`src/rtl/esc_pkg.sv`:
```
// Shared types, codes and constants for the elevator scan controller.
// No dependencies; every other file in rtl/ imports this package.
`timescale 1ns / 1ps
`default_nettype none

package esc_pkg;

	// Car modes, one-hot inside the controller.
	typedef enum logic [5:0] {
		MODE_IDLE   = 6'b000001,
		MODE_UP     = 6'b000010,
		MODE_DOWN   = 6'b000100,
		MODE_DOOR   = 6'b001000,
		MODE_ALARM  = 6'b010000,
		MODE_MANUAL = 6'b100000
	} mode_t;

	// Mode codes as they appear in a result word.
	localparam logic [2:0] MODE_CODE_IDLE   = 3'd0;
	localparam logic [2:0] MODE_CODE_UP     = 3'd1;
	localparam logic [2:0] MODE_CODE_DOWN   = 3'd2;
	localparam logic [2:0] MODE_CODE_DOOR   = 3'd3;
	localparam logic [2:0] MODE_CODE_ALARM  = 3'd4;
	localparam logic [2:0] MODE_CODE_MANUAL = 3'd5;

	// Travel direction codes.
	localparam logic [1:0] MOVE_NONE = 2'd0;
	localparam logic [1:0] MOVE_UP   = 2'd1;
	localparam logic [1:0] MOVE_DOWN = 2'd2;

	// Buzzer counts.
	localparam logic [1:0] BEEP_NONE  = 2'd0;
	localparam logic [1:0] BEEP_ONE   = 2'd1;
	localparam logic [1:0] BEEP_ALARM = 2'd3;

	// Configuration register indexes and reset values.
	localparam int unsigned CFG_IDX_W = 2;
	localparam logic [CFG_IDX_W-1:0] CFG_TRAVEL_STEPS    = 2'd0;
	localparam logic [CFG_IDX_W-1:0] CFG_DOOR_OPEN_STEPS = 2'd1;
	localparam logic [15:0] TRAVEL_STEPS_RESET    = 16'd200;
	localparam logic [15:0] DOOR_OPEN_STEPS_RESET = 16'd3000;

	// Number of floor buttons carried by an input word.
	localparam int unsigned PRESS_W = 5;

	typedef struct packed {
		logic [PRESS_W-1:0] floor_presses;
		logic               stop_press;
		logic               open_press;
		logic               close_press;
	} esc_item_t;

	typedef struct packed {
		logic [2:0]         mode;
		logic [2:0]         current_floor;
		logic [2:0]         target_floor;
		logic [1:0]         travel_dir;
		logic [PRESS_W-1:0] pending_floors;
		logic               motor_up;
		logic               motor_down;
		logic               door_open;
		logic [1:0]         beeps;
		logic [31:0]        ride_count;
	} esc_result_t;

	// Saturating buzzer accumulation.
	function automatic logic [1:0] beep_add(logic [1:0] acc, logic [1:0] n);
		logic [2:0] sum;
		sum = {1'b0, acc} + {1'b0, n};
		return (sum > 3'd3) ? 2'd3 : sum[1:0];
	endfunction

	function automatic logic [2:0] mode_code(mode_t m);
		logic [2:0] code;
		unique case (m)
			MODE_IDLE:   code = MODE_CODE_IDLE;
			MODE_UP:     code = MODE_CODE_UP;
			MODE_DOWN:   code = MODE_CODE_DOWN;
			MODE_DOOR:   code = MODE_CODE_DOOR;
			MODE_ALARM:  code = MODE_CODE_ALARM;
			MODE_MANUAL: code = MODE_CODE_MANUAL;
			default:     code = MODE_CODE_IDLE;
		endcase
		return code;
	endfunction

endpackage

`default_nettype wire

```
`src/rtl/esc_scan.sv`:
```
// SCAN target chooser: nearest pending floor in the travel direction, else the other way.
// Depends on esc_pkg for direction codes and the button count.
`timescale 1ns / 1ps
`default_nettype none

module esc_scan
	import esc_pkg::*;
#(
	parameter int unsigned FLOOR_W = 3
) (
	input  wire logic [1:0]         dir,
	input  wire logic [FLOOR_W-1:0] floor,
	input  wire logic [PRESS_W-1:0] mask,
	output      logic [FLOOR_W-1:0] target
);

	logic [FLOOR_W-1:0] tgt_up;
	logic [FLOOR_W-1:0] tgt_dn;

	// Lowest pending floor above, highest pending floor below.
	always_comb begin
		tgt_up = '0;
		tgt_dn = '0;
		for (int i = PRESS_W - 1; i >= 0; i--) begin
			if (mask[i] && (8'(i + 1) > 8'(floor))) begin
				tgt_up = FLOOR_W'(i + 1);
			end
		end
		for (int i = 0; i < PRESS_W; i++) begin
			if (mask[i] && (8'(i + 1) < 8'(floor))) begin
				tgt_dn = FLOOR_W'(i + 1);
			end
		end
	end

	always_comb begin
		if (dir == MOVE_DOWN) begin
			target = (tgt_dn != '0) ? tgt_dn : tgt_up;
		end else begin
			target = (tgt_up != '0) ? tgt_up : tgt_dn;
		end
	end

endmodule

`default_nettype wire

```
`src/rtl/esc_core.sv`:
```
// Car state registers and the one-step next-state logic of the elevator controller.
// Depends on esc_pkg and esc_scan.
`timescale 1ns / 1ps
`default_nettype none

module esc_core
	import esc_pkg::*;
#(
	parameter int unsigned NUM_FLOORS = 5
) (
	input  wire logic        clk,
	input  wire logic        arst_n,
	input  wire logic        step_en,
	input  wire esc_item_t   item,
	input  wire logic [15:0] travel_steps,
	input  wire logic [15:0] door_open_steps,
	output      esc_result_t result
);

	localparam int unsigned FLOOR_W = $clog2(NUM_FLOORS + 1);
	localparam logic [FLOOR_W-1:0] FLOOR_ONE = FLOOR_W'(1);
	localparam logic [FLOOR_W-1:0] FLOOR_TOP = FLOOR_W'(NUM_FLOORS);

	// One-hot button position of a floor; floors above the buttons give zero.
	function automatic logic [PRESS_W-1:0] floor_bit(logic [FLOOR_W-1:0] f);
		logic [PRESS_W-1:0] oh;
		for (int i = 0; i < PRESS_W; i++) begin
			oh[i] = (8'(f) == 8'(i + 1));
		end
		return oh;
	endfunction

	mode_t              mode_q;
	logic [1:0]         dir_q;
	logic [FLOOR_W-1:0] floor_q;
	logic [FLOOR_W-1:0] target_q;
	logic [PRESS_W-1:0] pending_q;
	logic [15:0]        door_cnt_q;
	logic               door_exp_q;
	logic [15:0]        up_cnt_q;
	logic [15:0]        down_cnt_q;
	logic [31:0]        rides_q;

	// Values after the button presses, before the mode step.
	mode_t              mode_a;
	logic [1:0]         dir_a;
	logic [PRESS_W-1:0] pending_a;
	logic [15:0]        door_cnt_a;
	logic               door_exp_a;
	logic [1:0]         beep_a;
	logic [PRESS_W-1:0] floor_oh;

	// Values after the whole step.
	mode_t              mode_n;
	logic [1:0]         dir_n;
	logic [FLOOR_W-1:0] floor_n;
	logic [FLOOR_W-1:0] target_n;
	logic [PRESS_W-1:0] pending_n;
	logic [15:0]        door_cnt_n;
	logic               door_exp_n;
	logic [15:0]        up_cnt_n;
	logic [15:0]        down_cnt_n;
	logic [31:0]        rides_n;
	logic [1:0]         beep_n;

	logic [FLOOR_W-1:0] floor_arr;
	logic [PRESS_W-1:0] arr_oh;
	logic [PRESS_W-1:0] pending_arr;
	logic [FLOOR_W-1:0] tgt_idle;
	logic [FLOOR_W-1:0] tgt_arr;
	logic [15:0]        up_inc;
	logic [15:0]        down_inc;
	logic [7:0]         floor_ext;
	logic [7:0]         target_ext;

	assign floor_oh = floor_bit(floor_q);

	always_comb begin
		mode_a     = mode_q;
		dir_a      = dir_q;
		pending_a  = pending_q;
		door_cnt_a = door_cnt_q;
		door_exp_a = door_exp_q;
		beep_a     = BEEP_NONE;
		if (mode_q != MODE_ALARM) begin
			for (int i = 0; i < PRESS_W; i++) begin
				if ((i < NUM_FLOORS) && item.floor_presses[i] &&
						!(floor_oh[i] && (mode_q == MODE_DOOR))) begin
					pending_a[i] = 1'b1;
				end
			end
		end
		if (item.stop_press) begin
			if (mode_a != MODE_ALARM) begin
				mode_a = MODE_ALARM;
				beep_a = beep_add(beep_a, BEEP_ALARM);
			end else begin
				mode_a    = MODE_IDLE;
				dir_a     = MOVE_NONE;
				pending_a = '0;
				beep_a    = beep_add(beep_a, BEEP_ONE);
			end
		end
		if (item.open_press && (mode_a == MODE_IDLE)) begin
			door_cnt_a = door_open_steps;
			door_exp_a = 1'b0;
			beep_a     = beep_add(beep_a, BEEP_ONE);
			mode_a     = MODE_MANUAL;
		end
		if (item.close_press && ((mode_a == MODE_DOOR) || (mode_a == MODE_MANUAL))) begin
			door_cnt_a = '0;
			mode_a     = MODE_IDLE;
		end
	end

	// The floor the car reaches if it completes a floor of travel this step.
	assign floor_arr   = (mode_a == MODE_UP) ? floor_q + FLOOR_ONE : floor_q - FLOOR_ONE;
	assign arr_oh      = floor_bit(floor_arr);
	assign pending_arr = pending_a & ~arr_oh;
	assign up_inc      = up_cnt_q + 16'd1;
	assign down_inc    = down_cnt_q + 16'd1;

	esc_scan #(.FLOOR_W(FLOOR_W)) u_scan_idle (
		.dir    (dir_a),
		.floor  (floor_q),
		.mask   (pending_a),
		.target (tgt_idle)
	);

	esc_scan #(.FLOOR_W(FLOOR_W)) u_scan_arrive (
		.dir    (dir_a),
		.floor  (floor_arr),
		.mask   (pending_arr),
		.target (tgt_arr)
	);

	always_comb begin
		mode_n     = mode_a;
		dir_n      = dir_a;
		floor_n    = floor_q;
		target_n   = target_q;
		pending_n  = pending_a;
		door_cnt_n = door_cnt_a;
		door_exp_n = door_exp_a;
		up_cnt_n   = up_cnt_q;
		down_cnt_n = down_cnt_q;
		rides_n    = rides_q;
		beep_n     = beep_a;
		unique case (mode_a)
			MODE_IDLE: begin
				if (pending_a != '0) begin
					if ((pending_a & floor_oh) != '0) begin
						// A request at the car's own floor is served in place.
						target_n   = floor_q;
						pending_n  = pending_a & ~floor_oh;
						door_cnt_n = door_open_steps;
						door_exp_n = 1'b0;
						beep_n     = beep_add(beep_a, BEEP_ONE);
						mode_n     = MODE_DOOR;
					end else begin
						target_n = tgt_idle;
						if (tgt_idle != '0) begin
							if (tgt_idle > floor_q) begin
								dir_n  = MOVE_UP;
								mode_n = MODE_UP;
							end else begin
								dir_n  = MOVE_DOWN;
								mode_n = MODE_DOWN;
							end
							rides_n = rides_q + 32'd1;
						end
					end
				end
			end
			MODE_UP, MODE_DOWN: begin
				if (mode_a == MODE_UP) begin
					up_cnt_n = up_inc;
				end else begin
					down_cnt_n = down_inc;
				end
				if (((mode_a == MODE_UP) ? up_inc : down_inc) >= travel_steps) begin
					if (mode_a == MODE_UP) begin
						up_cnt_n = '0;
					end else begin
						down_cnt_n = '0;
					end
					if ((mode_a == MODE_UP) ? (floor_q < FLOOR_TOP) : (floor_q > FLOOR_ONE))
							begin
						floor_n = floor_arr;
						if ((floor_arr == target_q) || ((pending_a & arr_oh) != '0)) begin
							pending_n  = pending_arr;
							door_cnt_n = door_open_steps;
							door_exp_n = 1'b0;
							beep_n     = beep_add(beep_a, BEEP_ONE);
							mode_n     = MODE_DOOR;
							// A stop on the way picks the next target afresh.
							if (floor_arr != target_q) begin
								target_n = tgt_arr;
							end
						end
					end else begin
						// Running past a limit floor.
						mode_n = MODE_ALARM;
						beep_n = beep_add(beep_a, BEEP_ALARM);
					end
				end
			end
			MODE_DOOR: begin
				if (door_exp_a) begin
					door_exp_n = 1'b0;
					dir_n      = MOVE_NONE;
					mode_n     = MODE_IDLE;
				end
			end
			MODE_ALARM, MODE_MANUAL: begin
			end
			default: begin
			end
		endcase
		if ((mode_n == MODE_DOOR) && (door_cnt_n != '0)) begin
			door_cnt_n = door_cnt_n - 16'd1;
			if (door_cnt_n == '0) begin
				door_exp_n = 1'b1;
			end
		end
	end

	always_ff @(posedge clk or negedge arst_n) begin
		if (!arst_n) begin
			mode_q     <= MODE_DOOR;
			dir_q      <= MOVE_NONE;
			floor_q    <= FLOOR_ONE;
			target_q   <= FLOOR_ONE;
			pending_q  <= '0;
			door_cnt_q <= DOOR_OPEN_STEPS_RESET;
			door_exp_q <= 1'b0;
			up_cnt_q   <= '0;
			down_cnt_q <= '0;
			rides_q    <= '0;
		end else if (step_en) begin
			mode_q     <= mode_n;
			dir_q      <= dir_n;
			floor_q    <= floor_n;
			target_q   <= target_n;
			pending_q  <= pending_n;
			door_cnt_q <= door_cnt_n;
			door_exp_q <= door_exp_n;
			up_cnt_q   <= up_cnt_n;
			down_cnt_q <= down_cnt_n;
			rides_q    <= rides_n;
		end
	end

	assign floor_ext  = 8'(floor_n);
	assign target_ext = 8'(target_n);

	always_comb begin
		result.mode           = mode_code(mode_n);
		result.current_floor  = floor_ext[2:0];
		result.target_floor   = target_ext[2:0];
		result.travel_dir     = dir_n;
		result.pending_floors = pending_n;
		result.motor_up       = (mode_n == MODE_UP);
		result.motor_down     = (mode_n == MODE_DOWN);
		result.door_open      = (mode_n == MODE_DOOR) || (mode_n == MODE_MANUAL);
		result.beeps          = beep_n;
		result.ride_count     = rides_n;
	end

endmodule

`default_nettype wire

```
`src/rtl/elevator_scan_controller_unit.sv`:
```
// Elevator scan controller, top level: input word register, step logic, result register.
// An accepted input word is registered, then stepped into the result register.
// Throughput: one input word per cycle unless m_tready stalls the result register.
// Reset (arst_n low, asynchronous): car at floor 1 with door open, no requests,
// travel_steps 200, door_open_steps 3000, both pipeline stages empty.
// Depends on esc_pkg, esc_scan and esc_core.
`timescale 1ns / 1ps
`default_nettype none

module elevator_scan_controller_unit
	import esc_pkg::*;
#(
	parameter int unsigned NUM_FLOORS = 5
) (
	input  wire logic                 clk,
	input  wire logic                 arst_n,

	// Input words: one time step of button presses.
	input  wire logic                 s_tvalid,
	output      logic                 s_tready,
	// [4:0] floor_presses, [5] stop_press, [6] open_press, [7] close_press
	input  wire logic [7:0]           s_tdata,

	// Result words: car status after each time step.
	output      logic                 m_tvalid,
	input  wire logic                 m_tready,
	// [2:0] mode, [5:3] current_floor, [8:6] target_floor, [10:9] travel_dir,
	// [15:11] pending_floors, [16] motor_up, [17] motor_down, [18] door_open,
	// [20:19] beeps, [52:21] ride_count, [55:53] zero
	output      logic [55:0]          m_tdata,

	// Configuration writes: index 0 travel_steps, index 1 door_open_steps.
	input  wire logic                 cfg_valid,
	output      logic                 cfg_ready,
	input  wire logic [CFG_IDX_W-1:0] cfg_index,
	input  wire logic [15:0]          cfg_data
);

	esc_item_t   item_s1;
	logic        valid_s1;
	esc_result_t result_s2;
	logic        valid_s2;
	esc_result_t result_nxt;
	logic        advance;
	logic [15:0] travel_steps_q;
	logic [15:0] door_open_steps_q;

	// The registered word moves into the result register whenever that register is
	// empty or is being drained this cycle; the car state steps at the same edge.
	assign advance  = valid_s1 && (!valid_s2 || m_tready);
	assign s_tready = !valid_s1 || advance;

	always_ff @(posedge clk or negedge arst_n) begin
		if (!arst_n) begin
			valid_s1 <= 1'b0;
		end else if (s_tready) begin
			valid_s1 <= s_tvalid;
		end
	end

	always_ff @(posedge clk) begin
		if (s_tvalid && s_tready) begin
			item_s1.floor_presses <= s_tdata[4:0];
			item_s1.stop_press    <= s_tdata[5];
			item_s1.open_press    <= s_tdata[6];
			item_s1.close_press   <= s_tdata[7];
		end
	end

	// Configuration is always accepted; writes to unknown indexes are dropped.
	assign cfg_ready = 1'b1;

	always_ff @(posedge clk or negedge arst_n) begin
		if (!arst_n) begin
			travel_steps_q    <= TRAVEL_STEPS_RESET;
			door_open_steps_q <= DOOR_OPEN_STEPS_RESET;
		end else if (cfg_valid && cfg_ready) begin
			if (cfg_index == CFG_TRAVEL_STEPS) begin
				travel_steps_q <= cfg_data;
			end
			if (cfg_index == CFG_DOOR_OPEN_STEPS) begin
				door_open_steps_q <= cfg_data;
			end
		end
	end

	esc_core #(.NUM_FLOORS(NUM_FLOORS)) u_core (
		.clk             (clk),
		.arst_n          (arst_n),
		.step_en         (advance),
		.item            (item_s1),
		.travel_steps    (travel_steps_q),
		.door_open_steps (door_open_steps_q),
		.result          (result_nxt)
	);

	// Result register: holds a word until the downstream side takes it.
	always_ff @(posedge clk or negedge arst_n) begin
		if (!arst_n) begin
			valid_s2 <= 1'b0;
		end else if (advance) begin
			valid_s2 <= 1'b1;
		end else if (m_tready) begin
			valid_s2 <= 1'b0;
		end
	end

	always_ff @(posedge clk) begin
		if (advance) begin
			result_s2 <= result_nxt;
		end
	end

	assign m_tvalid = valid_s2;
	assign m_tdata  = {3'b000,
		result_s2.ride_count,
		result_s2.beeps,
		result_s2.door_open,
		result_s2.motor_down,
		result_s2.motor_up,
		result_s2.pending_floors,
		result_s2.travel_dir,
		result_s2.target_floor,
		result_s2.current_floor,
		result_s2.mode};

endmodule

`default_nettype wire

```
`config.mk`:
```
export PLATFORM = sky130hd
export DESIGN_NAME = elevator_scan_controller_unit
export DESIGN_NICKNAME = d
export VERILOG_FILES = /design/src/rtl/esc_pkg.sv /design/src/rtl/esc_scan.sv /design/src/rtl/esc_core.sv /design/src/rtl/elevator_scan_controller_unit.sv
export SDC_FILE = /design/constraint.sdc
export NUM_CORES = 1
export LEC_CHECK = 0
export BUFFER_PORTS_ARGS = -buffer_cell sky130_fd_sc_hd__clkbuf_2
export CAP_MARGIN = 20
export CORE_MARGIN = 3
export CORE_UTILIZATION = 45
export DETAILED_ROUTE_END_ITERATION = 12
export GPL_ROUTABILITY_DRIVEN = 1
export PLACE_DENSITY = 0.64
export SETUP_SLACK_MARGIN = 0.1
export SYNTH_ARGS = -nofsm -noshare
export SYNTH_HDL_FRONTEND = slang
export SYNTH_SLANG_ARGS = --single-unit
```
`constraint.sdc`:
```
create_clock -name clk -period 5.6 [get_ports clk]
set_input_delay 0.56 -clock clk [delete_from_list [all_inputs] [get_ports clk]]
set_output_delay 0.56 -clock clk [all_outputs]
set_load 0.005 [all_outputs]
```
# After elaboration in Yosys (flattened, before gate mapping)
# Cells that the tools add are included.
dict set report word_totals {
  reg_bits 195
  input_bits 31
  wordCells 278
}
dict set report op_classes {
  n_reduce_logical 63
  eq_ne 28
  n_mux 117
  bitwise_logic 6
  add_sub_neg 9
  order_cmp 27
}
# cell count
set ops {}
lappend ops {{16-bit 2-to-1 mux} 15}
lappend ops {{32-bit 2-to-1 mux} 4}
lappend ops {{3-bit 2-to-1 mux} 35}
lappend ops {{6-bit 2-to-1 mux} 10}
lappend ops {{5-bit 2-to-1 mux} 9}
lappend ops {{2-bit 2-to-1 mux} 18}
lappend ops {{1-bit logical AND} 35}
lappend ops {{16-bit by 1-bit adder with 16-bit output, second input constant} 2}
lappend ops {{32-bit by 1-bit adder with 32-bit output, second input constant} 1}
lappend ops {{16-bit one-hot mux with 2 select lines} 1}
lappend ops {{6-bit by 4-bit equality test with 1-bit output, second input constant} 4}
lappend ops {{5-bit AND} 4}
lappend ops {{1-bit 2-to-1 mux} 18}
lappend ops {{6-bit one-hot mux with 3 select lines} 1}
lappend ops {{16-bit greater-or-equal comparator} 1}
lappend ops {{16-bit zero test} 1}
lappend ops {{16-bit nonzero test} 1}
lappend ops {{16-bit by 1-bit subtractor with 16-bit output, second input constant} 1}
lappend ops {{3-bit one-hot mux with 5 select lines} 1}
lappend ops {{3-bit nonzero test} 5}
lappend ops {{5-bit nonzero test} 3}
lappend ops {{3-bit by 2-bit equality test with 1-bit output, second input constant} 4}
lappend ops {{3-bit equality test, second input constant} 4}
lappend ops {{6-bit by 1-bit equality test with 1-bit output, second input constant} 2}
lappend ops {{35 further kinds} 70}

# Longest topological paths before layout
# Gate-level depths: netlist (run 1).
dict set report logic_depth {
  depth_word 29
  depth_mapped 25
  ltp_nobuf 22
}

# Cells and area by module
# Synthesis (run 1) repeated with hierarchy kept, for this count alone.
dict set report hier_totals {
  cells_unflattened 1276
  area_unflattened_um2 12228.0
}
# mod instances cells_per_inst seq_area_each_um2 area_each_um2
set by_module_without_submodules {}
lappend by_module_without_submodules {esc_core 1 1043 2514.9 8544.4}
lappend by_module_without_submodules {elevator_scan_controller_unit 1 143 2695.1 3183.1}
lappend by_module_without_submodules {{esc_scan at u_core.u_scan_idle} 1 45 0.0 254.0}
lappend by_module_without_submodules {{esc_scan at u_core.u_scan_arrive} 1 45 0.0 246.5}

# Worst setup path after synthesis (run 1)
# Ideal clock, no wire load.
dict set report synth_path {
  path_kind {reg2reg}
  from {register u_core.mode_q[2]}
  to {register u_core.door_cnt_q[15]}
  stages_incl_launch_ff 24
  t_arrival_ns 5.337
  setup_time_ns 0.131
  t_required_ns 5.469
  path_slack_ns 0.132
  n_path_buf 5
  path_cell_list {dfrtp_1 buf_6 nor4b_2 nand2_1 inv_1 clkbuf_1 buf_1 o21ai_0 ha_1 nand2_1 o21ai_0 a21oi_1 o41ai_1 nor3b_2 buf_6 a21boi_2 clkbuf_1 a22oi_1 ha_1 o221ai_1 nor3_4 nor4_2 a222oi_1 nor3_2}
}
dict set report synth_via {
  elab_chain_len 26
}
# item line_no
set synth_lines {}
lappend synth_lines {{start, declared} esc_core.sv:33} ;# mode_t mode_q;
lappend synth_lines {{start signal, assigned} esc_core.sv:241} ;# mode_q <= mode_n;
lappend synth_lines {{branches (longest 25 deep; another with 16-bit 2-to-1 mux)} -}
lappend synth_lines {{16-bit 2-to-1 mux *} esc_core.sv:220} ;# if ((mode_n == MODE_DOOR) && (door_cnt_n != '0)) begin
lappend synth_lines {{end signal, assigned} esc_core.sv:246} ;# door_cnt_q <= door_cnt_n;
lappend synth_lines {{end, declared} esc_core.sv:38} ;# logic [15:0] door_cnt_q;
# Every way passes the cells marked *.
# A chain may end at the register's enable or synchronous reset.

# Final worst setup path (run 1)
dict set report layout_path {
  from {register u_core.up_cnt_q[0]}
  to {register u_core.door_exp_q}
}
dict set report layout_via {
  elab_chain_len 9
}
# item line_no
set layout_lines {}
lappend layout_lines {{start, declared} esc_core.sv:40} ;# logic [15:0] up_cnt_q;
lappend layout_lines {{start signal, assigned} esc_core.sv:248} ;# up_cnt_q <= up_cnt_n;
lappend layout_lines {{16-bit by 1-bit adder with 16-bit output *} esc_core.sv:120} ;# assign up_inc = up_cnt_q + 16'd1;
lappend layout_lines {{16-bit 2-to-1 mux *} esc_core.sv:181} ;# if (((mode_a == MODE_UP) ? up_inc : down_inc) >= travel_steps) begin
lappend layout_lines {{16-bit greater-or-equal comparator *} esc_core.sv:181}
lappend layout_lines {{16-bit 2-to-1 mux} esc_core.sv:181}
lappend layout_lines {{16-bit one-hot mux with 2 select lines} esc_core.sv:149} ;# unique case (mode_a)
lappend layout_lines {{16-bit by 1-bit subtractor with 16-bit output} esc_core.sv:221} ;# door_cnt_n = door_cnt_n - 16'd1;
lappend layout_lines {{16-bit zero test} esc_core.sv:222} ;# if (door_cnt_n == '0) begin
lappend layout_lines {{1-bit 2-to-1 mux} esc_core.sv:222}
lappend layout_lines {{1-bit 2-to-1 mux *} esc_core.sv:220}
lappend layout_lines {{end signal, assigned} esc_core.sv:247} ;# door_exp_q <= door_exp_n;
lappend layout_lines {{end, declared} esc_core.sv:39} ;# logic door_exp_q;
# Mark *: on every way between the ends. The rest lies on a longest branch, timed or not.

==> parameters.txt, run 1 <==
Parameter                              Value

GRT
  Global route total overflow ... 0
  Most used routing layer ... met2
  Maximum number of pins on one net before global-route repair ... 84
  Initial antenna violation count ... 0
  Via count of the first global-routing pass ... 9424
  First-pass GRT wire length ... 50000 µm
  Met1 GRT Util ... 0.308
  Met3 capacity usage during global routing ... 0.0420
  All-Layer GR Usage ... 0.213
  Met2 routing resource usage after global routing ... 0.330

Clocking
  Maximum number of buffers from clock root to sink ... 2
  Clock buffer count from CTS ... 17
  CTS H-tree lvls ... 4
  Clk pin slew, worst setup/hold paths ... 0.08 ns
  Clock tree root buffer cell ... sky130_fd_sc_hd__clkbuf_16
  Clock Sink Count ... 195
  Latest clock arrival within the worst-skew pair ... ~0.44 ns
  Cts-stage hold buffer count ... 0
  Clock tree from TritonCTS ... done

Finish
  Final antenna diode count ... 0
  Layout overhead on the synthesized area ... 13.3%
  Share of post-route cells with drive strength above 1 ... 0.190
  Most frequent standard cell in the layout excluding fill and tap cells ... sky130_fd_sc_hd__nand2_1
  Most frequent cells in the layout ... sky130_fd_sc_hd__nand2_1 (197), sky130_fd_sc_hd__o21ai_0 (126), sky130_fd_sc_hd__dfrtp_1 (113)
  Final net count ... roughly 1500

Synthesis
  Synthesized area divided by synthesized cell count ... 9.23 µm²
  Seq cells post-synth ... 195
  Gate Count Post-Synth ... 1315
  Number of synthesized flops with an enable pin ... about 60
  Yosys cell types ... around 100
  Async S/R FF share, synth ... 0.687
  Post-synthesis cell area ... 12100 µm²
  Register area share after synthesis ... 0.429
  Most used flip-flop cell after synthesis ... sky130_fd_sc_hd__dfrtp_1
  Yosys synthesis warning count ... 0

Placement
  HPWL after detailed placement ... between 20000 and 25000 µm
  Global placement routability congestion ... 0.926
  Total of buffers placed on input and output ports ... 85

Worst hold path
  Kind of path behind the tightest hold check ... in -> async

Timing
  Min Clock Period, post-route ... 5.27 ns
  Period Utilization, post-route ... 0.942
  Least-Margin Pin Slew ... 0.859 ns
  Worst hold slack across all endpoints ... 0.162 ns
  Final Max Slew Viols ... 0
  Number of failing hold endpoints at the final stage ... 0
  RSZ-0062 raised after global routing ... no
  Worst relative slew slack ... 0.425
  Setup Skew ... around 0.015 ns
  Final setup violating endpoints ... 0
  Highest attainable clock frequency ... 0.190 GHz
  Total negative slack for setup checks ... 0 ns

Flow run
  Max-cap violations ... 0

Pwr
  Power density of the placed cells ... 458 nW/µm²
  Leakage ... 5.76 nW
  IR Drop Worst-Case VDD ... 0.000247 V

Die
  # rows ... 59
  Effective utilization at floorplan ... 0.462
  Chip height ... 170 µm
  Horizontal die dimension ... 170 µm
  Placeable core region ... 26300 µm²
  Number of ports placed on the die boundary ... 90
  Overall die area ... slightly below 30000 µm²

Run status
  Result of the run ... completed

Worst setup path
  Path depth of the worst reg2reg path ... 23
  Worst R2R Start ... u_core.up_cnt_q[0]$_DFFE_PN0P_
  Endpoint of the most critical register-to-register path ... u_core.door_exp_q$_DFFE_PN0P_
  Arrival time at the worst endpoint ... 5.60 ns
  Kind of critical path ... reg -> reg
  Register-to-register setup slack ... ~0.33 ns
  Element type at the critical path end ... flop
  WP data required ... 5.93 ns
  Maximum fanout along the worst path ... 7
  Worst setup SP type ... flop

Route
  Wire length reported by the detailed router ... approximately 31000 µm
  Final routed DRC violation total ... 0
  Total number of vias ... 10200
  Post-route antenna net violation count ... 0
  Detailed Route Iter0 Violations ... 1114
  Detail-routed via count per cell ... 5.83
  Initial DRT Pass Iterations ... 8
  Average routed wire per standard cell ... 17.7 µm
==> per-layer routing <==
| metal | vias to the layer above | routed length (µm) |
|---|---|---|
| li1 | 4918 | - |
| met1 | 4844 | 14600 |
| met2 | 382 | 14000 |
| met3 | 39 | 1970 |
| met4 | 0 | 416 |
| met5 | - | 0 |
==> stage by stage <==
step | util | setup WS [ns] | instances | power, mW | cell area [µm²]
global placement | 0.495 | 0.183 | 1707 | 4.96 | 13000
detailed placement | 0.495 | 0.0817 | 1707 | 4.97 | 13000
floorplan | - | 0.132 | 1317 | 4.11 | 12100
global route | 0.523 | 0.0642 | 1746 | 6.71 | 13800
finish | 0.523 | 0.327 | 1746 | 6.30 | 13800
CTS | 0.517 | 0.119 | 1739 | 6.19 | 13600
==> layout make-up <==
| type | count | area, µm² |
|---|---|---|
| Fill cell | 2421 | 12500 |
| Multi-Input combinational cell | 1015 | 6580 |
| Sequential cell | 195 | 5210 |
| Timing Repair Buffer | 132 | 831 |
| Clock buffer | 18 | 429 |
| Tap cell | 335 | 419 |
| Inverter | 37 | 140 |
| Clock inverter | 14 | 136 |
==> cell families after synthesis <==
family / Yosys count / share of synthesized area
AND/OR/NAND/NOR: 494 / 0.196
AO/OA/AOI/OAI: 342 / 0.194
flip-flops: 195 / 0.429
XOR/XNOR: 116 / 0.0837
buffers and inverters: 107 / 0.0379
adder cells (fa/ha/maj): 32 / 0.0330
multiplexers: 27 / 0.0250
other: 2 / 0.000619
==> timing repair <==
item / in CTS / in global routing
gates resized for setup: 1 / 23
cloned: 0 / 1
endpoints found under the setup margin: 2 / 19
buffers inserted: 0 / 6
pin swaps: 0 / 5
==> cells in the mapped netlist (13+ instances only) <==
cell / instances / area, µm²
sky130_fd_sc_hd__nand2_1: 199 / 747
sky130_fd_sc_hd__and3_1: 33 / 206
sky130_fd_sc_hd__nor3_1: 19 / 95.1
sky130_fd_sc_hd__nand3_1: 45 / 225
sky130_fd_sc_hd__o31ai_1: 17 / 128
sky130_fd_sc_hd__mux2_2: 23 / 259
sky130_fd_sc_hd__edfxtp_1: 61 / 1830
sky130_fd_sc_hd__a22oi_1: 16 / 120
sky130_fd_sc_hd__o21ai_0: 128 / 641
sky130_fd_sc_hd__nand4_1: 15 / 93.8
sky130_fd_sc_hd__clkbuf_1: 44 / 165
sky130_fd_sc_hd__dfstp_2: 20 / 526
sky130_fd_sc_hd__dfrtp_1: 114 / 2850
sky130_fd_sc_hd__xor2_1: 51 / 447
sky130_fd_sc_hd__nor2b_1: 13 / 81.3
sky130_fd_sc_hd__xnor2_1: 65 / 569
sky130_fd_sc_hd__inv_1: 35 / 131
sky130_fd_sc_hd__nor2_1: 102 / 383
sky130_fd_sc_hd__ha_1: 32 / 400
sky130_fd_sc_hd__a21oi_1: 43 / 215
==> how the worst max path moves through the flow <==
stage | from | endpoint | slack [ns] | depth (start not counted)
global route | u_core.mode_q[3]$_DFFE_PN1P_ | u_core.door_cnt_q[3]$_DFFE_PN1P_ | 0.06 | 21
detailed placement | u_core.down_cnt_q[0]$_DFFE_PN0P_ | u_core.door_cnt_q[14]$_DFFE_PN0P_ | 0.08 | 20
finish | u_core.up_cnt_q[0]$_DFFE_PN0P_ | u_core.door_exp_q$_DFFE_PN0P_ | 0.33 | 23
global placement | u_core.down_cnt_q[0]$_DFFE_PN0P_ | u_core.door_cnt_q[14]$_DFFE_PN0P_ | 0.18 | 19
floorplan | u_core.mode_q[2]$_DFFE_PN0P_ | u_core.door_cnt_q[15]$_DFFE_PN0P_ | 0.13 | 23
CTS | u_core.down_cnt_q[0]$_DFFE_PN0P_ | u_core.door_cnt_q[14]$_DFFE_PN0P_ | 0.12 | 20
==> where the power goes <==
group,internal (mW),switching (mW),leakage [nW],total (mW)
logic,1.18,1.93,3.17,3.11
clock network,0.594,0.614,0.274,1.21
registers,1.77,0.217,2.31,1.98
==> worst max-delay path: stages, from the launching register on <==
cell	delay [ns]
sky130_fd_sc_hd__dfrtp_1	0.41
sky130_fd_sc_hd__and3_1	0.25
sky130_fd_sc_hd__and3_1	0.25
sky130_fd_sc_hd__and3_2	0.26
sky130_fd_sc_hd__and3_2	0.25
sky130_fd_sc_hd__and3_1	0.22
sky130_fd_sc_hd__xor2_1	0.16
sky130_fd_sc_hd__nor2_1	0.05
sky130_fd_sc_hd__a21oi_1	0.12
sky130_fd_sc_hd__ha_1	0.27
sky130_fd_sc_hd__nand4_1	0.20
sky130_fd_sc_hd__inv_1	0.08
sky130_fd_sc_hd__a21oi_2	0.20
sky130_fd_sc_hd__o41ai_4	0.14
sky130_fd_sc_hd__nor3b_4	0.19
sky130_fd_sc_hd__buf_4	0.18
sky130_fd_sc_hd__buf_4	0.15
sky130_fd_sc_hd__a211o_1	0.33
sky130_fd_sc_hd__a211oi_4	0.40
sky130_fd_sc_hd__buf_4	0.19
sky130_fd_sc_hd__nand2_1	0.08
sky130_fd_sc_hd__o31a_1	0.31
sky130_fd_sc_hd__o2111a_1	0.25
sky130_fd_sc_hd__a31o_1	0.21
No activity file was read; power rests on OpenSTA's default activity.
==> run 2, diff against run 1 <==
CTS_BUF_LIST = sky130_fd_sc_hd__clkbuf_8   (was not set)
==> run 2 against run 1 <==
Net effect:
- via count grew 0.14%
- worst hold slack got worse by 0.046 ns
- clock power is 25% lower
- worst setup slack better by 0.0085 ns
- sequential share of layout area grew 0.29 points
- first-iteration DRC count decreased by 1.5%
- critical path depth down 2
- global-route usage barely moved
- die area did not move
- largest cell class unchanged
==> parameters.txt, run 2 (synthesis gave the netlist of run 1 again) <==
Parameter                              Value

Run status
  Result of the run ... completed

Worst setup path
  Maximum fanout along the worst path ... 7 (unchanged)
  WP data required ... 5.97 ns (+0.04 ns)
  Kind of critical path ... reg -> reg
  Element type at the critical path end ... flop
  Worst setup SP type ... flop
  Arrival time at the worst endpoint ... 5.63 ns (+0.03 ns)

Clocking
  Latest clock arrival within the worst-skew pair ... 0.48 ns (+0.04 ns)
  Maximum number of buffers from clock root to sink ... 2 (unchanged)
  Clock tree from TritonCTS ... done
  Clock tree root buffer cell ... sky130_fd_sc_hd__clkbuf_8
  Clock buffer count from CTS ... 17 (unchanged)
  Clk pin slew, worst setup/hold paths ... 0.11 ns (+0.03 ns)
  CTS H-tree lvls ... 4 (unchanged)
  Clock Sink Count ... 195 (unchanged)

Finish
  Non-Filler Cell Area, Final ... 13600 µm² (-0.78%)
  Final antenna diode count ... 0 (unchanged)
  Most frequent cells in the layout ... sky130_fd_sc_hd__nand2_1 (197), sky130_fd_sc_hd__o21ai_0 (126), sky130_fd_sc_hd__dfrtp_1 (114)
  Core Util, Final ... 0.519 (-0.00409)
  Layout overhead on the synthesized area ... 12.4%
  Share of post-route cells with drive strength above 1 ... 0.193 (+0.00316)
  Count of non-filler cells in the finished layout ... 1754 (+0.46%)
  Filler Cells Inserted ... 2428 (+0.29%)
  Final net count ... 1469 (+0.55%)
  Most frequent standard cell in the layout excluding fill and tap cells ... sky130_fd_sc_hd__nand2_1

Die
  Horizontal die dimension ... 170 µm (unchanged)
  Placeable core region ... 26300 µm² (unchanged)
  Effective utilization at floorplan ... 0.462 (unchanged)
  Chip height ... 170 µm (unchanged)
  # rows ... 59 (unchanged)
  Overall die area ... 29000 µm² (unchanged)
  Number of ports placed on the die boundary ... 90 (unchanged)

Timing
  Highest attainable clock frequency ... 0.190 GHz (+0.16%)
  Period Utilization, post-route ... 0.940 (-0.00152)
  Min Clock Period, post-route ... 5.26 ns (-0.00853 ns)
  Final Max Slew Viols ... 0 (unchanged)
  Setup WS post-layout ... 0.336 ns (+0.00853 ns)
  Least-Margin Pin Slew ... 0.870 ns (+0.0111 ns)
  Number of failing hold endpoints at the final stage ... 0 (unchanged)
  Final setup violating endpoints ... 0 (unchanged)
  Worst relative slew slack ... 0.418 (-0.00739)
  RSZ-0062 raised after global routing ... no
  Worst hold slack across all endpoints ... 0.116 ns (-0.0458 ns)
  Total negative slack for setup checks ... 0 ns (unchanged)
  Setup Skew ... 0.0230 ns (+0.00754 ns)

Pwr
  Leakage ... 5.73 nW (-0.44%)
  Power density of the placed cells ... 445 nW/µm² (-2.8%)
  Total power draw ... 6.07 mW (-3.6%)
  IR Drop Worst-Case VDD ... 0.000229 V (-7.2%)

Placement
  HPWL after detailed placement ... 22300 µm (unchanged)
  Placed insts ... 1707 (unchanged)
  Pre-CTS setup slack ... 0.0817 ns (unchanged)
  Placed cell area ... 13000 µm² (unchanged)
  Total of buffers placed on input and output ports ... 85 (unchanged)
  Global placement routability congestion ... 0.926 (unchanged)

Route
  Detail-routed via count per cell ... 5.81 (-0.32%)
  Final routed DRC violation total ... 0 (unchanged)
  Average routed wire per standard cell ... 17.7 µm (about the same)
  Total number of vias ... 10200 (+0.14%)
  Wire length reported by the detailed router ... 31100 µm (+0.45%)
  Detailed Route Iter0 Violations ... 1097 (-1.5%)
  Post-route antenna net violation count ... 0 (unchanged)
  Initial DRT Pass Iterations ... 5 (-3)

GRT
  Initial antenna violation count ... 0 (unchanged)
  First-pass GRT wire length ... 50000 µm (about the same)
  Global route total overflow ... 0 (unchanged)
  Maximum number of pins on one net before global-route repair ... 84 (unchanged)
  Via count of the first global-routing pass ... 9450 (+0.28%)
  All-Layer GR Usage ... 0.213 (about the same)

Flow run
  Max-cap violations ... 0 (unchanged)

Worst hold path
  Kind of path behind the tightest hold check ... in -> async
run 2: cell types whose count changed in the layout (fill, tap and decap cells not counted), moves of 2 or more:
cell                        previous run  this run
sky130_fd_sc_hd__buf_4                43        49
sky130_fd_sc_hd__o221ai_1             11         9
sky130_fd_sc_hd__clkbuf_8              0        17
sky130_fd_sc_hd__and3_4                3         1
sky130_fd_sc_hd__and3_2                3         1
sky130_fd_sc_hd__o221ai_2              0         2
sky130_fd_sc_hd__clkbuf_16            18         2
sky130_fd_sc_hd__and3_1               27        31
run 2: layout make-up:
| class | count | area (µm²) | area share |
|---|---|---|---|
| tap | 335 | 419 | 0.0307 |
| sequential | 195 | 5210 | 0.382 |
| clock inverter | 15 | 140 | 0.0103 |
| clock buffer | 17 | 234 | 0.0171 |
| timing repair buffer | 140 | 912 | 0.0669 |
| inverter | 37 | 140 | 0.0103 |
| multi-input combinational | 1015 | 6590 | 0.483 |
run 2: routing by layer:
layer / share of wire / vias up / wire [µm] / GRT usage
li1: - / 4940 / - / -
met1: 0.47 / 4837 / 14600 / 0.307
met2: 0.45 / 381 / 14100 / 0.330
met3: 0.064 / 39 / 1990 / 0.0448
met4: 0.014 / 0 / 442 / 0.0483
met5: 0 / - / 0 / 0
run 2: final timing paths:
check                                                    to  slack, ns                              from  cells after the start
max reg2reg                   u_core.door_exp_q$_DFFE_PN0P_       0.34  u_core.down_cnt_q[0]$_DFFE_PN0P_                     21
max                           u_core.door_exp_q$_DFFE_PN0P_       0.34  u_core.down_cnt_q[0]$_DFFE_PN0P_                     21
min                                               async pin       0.12                            arst_n                      1
min in group clk                       item_s1[4]$_DFFE_PP_       0.25                        s_tdata[1]                      1
max in group asynchronous    u_core.rides_q[12]$_DFFE_PN0P_       4.33                            arst_n                      2
min reg2reg                u_core.door_cnt_q[7]$_DFFE_PN1P_       0.48  u_core.door_cnt_q[7]$_DFFE_PN1P_                      2
run 2: power by group:
group	total, mW	leakage [nW]	internal (mW)	switching (mW)
clock	0.904	0.191	0.329	0.575
sequential	1.98	2.31	1.76	0.215
combinational	3.19	3.23	1.24	1.95
run 2: critical path, stage by stage, from the launching register on:
cell and delay [ns]:
sky130_fd_sc_hd__dfrtp_1 0.42, sky130_fd_sc_hd__ha_1 0.25, sky130_fd_sc_hd__and3_1 0.25, sky130_fd_sc_hd__and3_1 0.25
sky130_fd_sc_hd__and3_2 0.27, sky130_fd_sc_hd__nand3_1 0.15, sky130_fd_sc_hd__xor2_1 0.17, sky130_fd_sc_hd__o21ai_0 0.22
sky130_fd_sc_hd__ha_1 0.30, sky130_fd_sc_hd__a41oi_1 0.20, sky130_fd_sc_hd__o21ai_0 0.14, sky130_fd_sc_hd__a21oi_2 0.21
sky130_fd_sc_hd__o41ai_4 0.15, sky130_fd_sc_hd__nor3b_4 0.20, sky130_fd_sc_hd__buf_4 0.20, sky130_fd_sc_hd__a211o_1 0.33
sky130_fd_sc_hd__a211oi_4 0.40, sky130_fd_sc_hd__buf_4 0.19, sky130_fd_sc_hd__nand2_1 0.08, sky130_fd_sc_hd__o31a_1 0.31
sky130_fd_sc_hd__o2111a_1 0.25, sky130_fd_sc_hd__a31o_1 0.21
run 2: what timing repair did:
action,4_1_cts,5_1_grt
pin swaps,0,14
buffers inserted,0,13
setup endpoints to repair,2,19
cloned,0,2
hold buffers,0,0
resized for setup,1,21
==> run 3, diff against run 2 <==
PLACE_DENSITY = 0.62   (was 0.64)
clock period = 5.2 ns   (was 5.6 ns; I/O delays follow)
==> run 3 against run 2 <==
Net effect:
- combinational power rose by 14%
- die area did not move
- sequential power rose by 7%
- non-clock buffer count rose by 19
- cell area is 1.9% higher
- critical path depth fell by 2
- register-to-register slack improved by 0.02 ns
- final cell count grew 1.1%
- worst hold slack lost 0.084 ns
- total power is 11% higher
- largest power group unchanged
==> parameters.txt, run 3 (synthesis gave the netlist of run 1 again) <==
Parameter                              Value

Finish
  Most frequent cells in the layout ... sky130_fd_sc_hd__nand2_1 (197), sky130_fd_sc_hd__o21ai_0 (123), sky130_fd_sc_hd__dfrtp_1 (114)
  Final antenna diode count ... 0 (unchanged)
  Combined area of the multi-input logic cells ... 6700 µm² (+1.7%)
  Filler Cells Inserted ... 2459 (+1.3%)
  Non-Filler Cell Area, Final ... 13900 µm² (+1.9%)
  Most frequent standard cell in the layout excluding fill and tap cells ... sky130_fd_sc_hd__nand2_1
  Layout overhead on the synthesized area ... 14.6%
  Final net count ... 1488 (+1.3%)
  Share of post-route cells with drive strength above 1 ... 0.220 (+0.0267)
  Storage cell area ... 5210 µm² (unchanged)

Worst setup path
  Worst setup SP type ... flop
  Delay of the slowest cell on the worst path ... 0.47 ns (+0.05 ns)
  Slowest cell on the critical path ... sky130_fd_sc_hd__o41ai_4
  Register-to-register setup slack ... 0.35 ns (+0.02 ns)
  Worst R2R Start ... u_core.down_cnt_q[0]$_DFFE_PN0P_
  Critical path, cell by cell ... ha_2 > and3_2 > and3_2 > and3_4 > nand3_1 > xnor2_1 > nand2_1 > o21ai_0 > ha_1 > nand4_1 > o41ai_4 > nor3b_4 > a21boi_2 > buf_4 > a22oi_1 > xnor2_1 > or4_1 > a211oi_1 > a31o_1
  Arrival time at the worst endpoint ... 5.25 ns (-0.38 ns)
  Kind of critical path ... reg -> reg
  Element type at the critical path end ... flop
  Path depth of the worst reg2reg path ... 19 (-9.5%)
  WP data required ... 5.61 ns (-0.36 ns)
  Endpoint of the most critical register-to-register path ... u_core.door_exp_q$_DFFE_PN0P_
  Maximum fanout along the worst path ... 16 (+9)

Clocking
  Clock buffer count from CTS ... 17 (unchanged)
  Clock tree root buffer cell ... sky130_fd_sc_hd__clkbuf_8
  Latest clock arrival within the worst-skew pair ... 0.48 ns (about the same)
  Cts-stage hold buffer count ... 0 (unchanged)
  Clk pin slew, worst setup/hold paths ... 0.14 ns (+0.03 ns)
  CTS H-tree lvls ... 4 (unchanged)
  Clock tree from TritonCTS ... done
  Maximum number of buffers from clock root to sink ... 2 (unchanged)
  Clock Sink Count ... 195 (unchanged)

Route
  Initial DRT Pass Iterations ... 6 (+1)
  Final routed DRC violation total ... 0 (unchanged)
  Length of routed wiring on met1 ... 15200 µm (+4.6%)
  Total number of vias ... 10100 (-0.49%)
  Met2 Routed Length ... 13800 µm (-2.1%)
  Uppermost routed layer ... met4
  Wire length reported by the detailed router ... 31100 µm (about the same)
  Post-route antenna net violation count ... 0 (unchanged)
  Average routed wire per standard cell ... 17.6 µm (-1.0%)
  Detail-routed via count per cell ... 5.72 (-1.6%)
  Detailed Route Iter0 Violations ... 936 (-15%)
  Met3 routed WL ... 1600 µm (-20%)

GRT
  All-Layer GR Usage ... 0.213 (+0.000482)
  Global route total overflow ... 0 (unchanged)
  Initial antenna violation count ... 0 (unchanged)
  Maximum number of pins on one net before global-route repair ... 99 (+18%)
  Via count of the first global-routing pass ... 9431 (-0.20%)
  First-pass GRT wire length ... 50000 µm (about the same)

Timing
  Worst relative slew slack ... 0.345 (-0.0731)
  Least-Margin Pin Slew ... 0.983 ns (+0.112 ns)
  Final setup violating endpoints ... 0 (unchanged)
  Total negative slack for setup checks ... 0 ns (unchanged)
  Final Max Slew Viols ... 0 (unchanged)
  RSZ-0062 raised after global routing ... no
  Number of failing hold endpoints at the final stage ... 0 (unchanged)
  Highest attainable clock frequency ... 0.206 GHz (+8.6%)
  Min Clock Period, post-route ... 4.85 ns (-0.417 ns)
  Period Utilization, post-route ... 0.932 (-0.00790)
  Setup Skew ... 0.0351 ns (+0.0121 ns)

Flow run
  Max-cap violations ... 0 (unchanged)

Pwr
  Leakage ... 5.82 nW (+1.4%)
  IR Drop Worst-Case VDD ... 0.000266 V (+16%)
  Power density of the placed cells ... 486 nW/µm² (+9.3%)

Die
  Number of ports placed on the die boundary ... 90 (unchanged)
  Horizontal die dimension ... 170 µm (unchanged)
  # rows ... 59 (unchanged)
  Effective utilization at floorplan ... 0.462 (unchanged)
  Placeable core region ... 26300 µm² (unchanged)
  Overall die area ... 29000 µm² (unchanged)
  Chip height ... 170 µm (unchanged)

Placement
  Global placement routability congestion ... 0.935 (+0.92%)
  HPWL after detailed placement ... 22500 µm (+1.2%)
  Placed cell area ... 13200 µm² (+1.1%)
  Total of buffers placed on input and output ports ... 85 (unchanged)

Worst hold path
  Kind of path behind the tightest hold check ... in -> async

Run status
  Result of the run ... completed
run 3: routing by layer:
| metal | vias to the layer above | global-route usage |
|---|---|---|
| met3 | 33 | 0.0302 |
| met1 | 4823 | 0.323 |
| met5 | - | 0 |
| met4 | 0 | 0.0494 |
| met2 | 321 | 0.324 |
| li1 | 4970 | - |
run 3: worst max path at each step:
stage / end / depth (start not counted) / startpoint
after floorplan: u_core.door_cnt_q[15]$_DFFE_PN0P_ / 23 / u_core.up_cnt_q[0]$_DFFE_PN0P_
after global placement: u_core.door_cnt_q[14]$_DFFE_PN0P_ / 23 / u_core.up_cnt_q[0]$_DFFE_PN0P_
after detailed placement: u_core.door_cnt_q[14]$_DFFE_PN0P_ / 22 / u_core.down_cnt_q[0]$_DFFE_PN0P_
after CTS: u_core.door_exp_q$_DFFE_PN0P_ / 22 / u_core.up_cnt_q[0]$_DFFE_PN0P_
after global routing: u_core.door_exp_q$_DFFE_PN0P_ / 21 / flop
final: u_core.door_exp_q$_DFFE_PN0P_ / 19 / u_core.down_cnt_q[0]$_DFFE_PN0P_
run 3: report_power, final:
| part | switching (mW) | internal, mW |
|---|---|---|
| Clock | 0.631 | 0.385 |
| Sequential | 0.221 | 1.90 |
| Combinational | 2.17 | 1.46 |
run 3: through the flow:
step	utilization	setup WS, ns	std cells	hold slack [ns]	total power [mW]
finish	0.529	0.353	1773	0.0323	6.76
global route	0.529	0.0991	1773	0.171	7.23
CTS	0.518	0.0995	1759	0.155	6.56
detailed placement	0.501	-0.0912	1724	0.466	5.48
global placement	0.501	0.0982	1724	0.462	5.46
floorplan	-	0.102	1317	0.224	4.46
run 3: critical path, delay by kind of cell (launching register included):
kind | cells | cell delay [ns]
adders and majority gates | 2 | 0.55
DFF | 1 | 0.39
AOI/OAI and AO/OA | 6 | 1.49
and+or+nand+nor | 8 | 1.82
buffers and inverters | 1 | 0.22
xor gates and xnor gates | 2 | 0.31
run 3: final cells by class:
type | instances | area share
multi-input cells | 1015 | 0.482
flip-flops and latches | 195 | 0.375
repair buffers | 159 | 0.0744
well taps | 335 | 0.0301
clock buffers | 19 | 0.0188
inverters | 37 | 0.0103
clock inverters | 13 | 0.00981
run 3: repair_timing:
item | CTS | global route
pin swaps | 2 | 24
gates resized for setup | 8 | 48
hold endpoints to repair | 0 | 0
endpoints found under the setup margin | 8 | 19
buffers inserted | 3 | 14
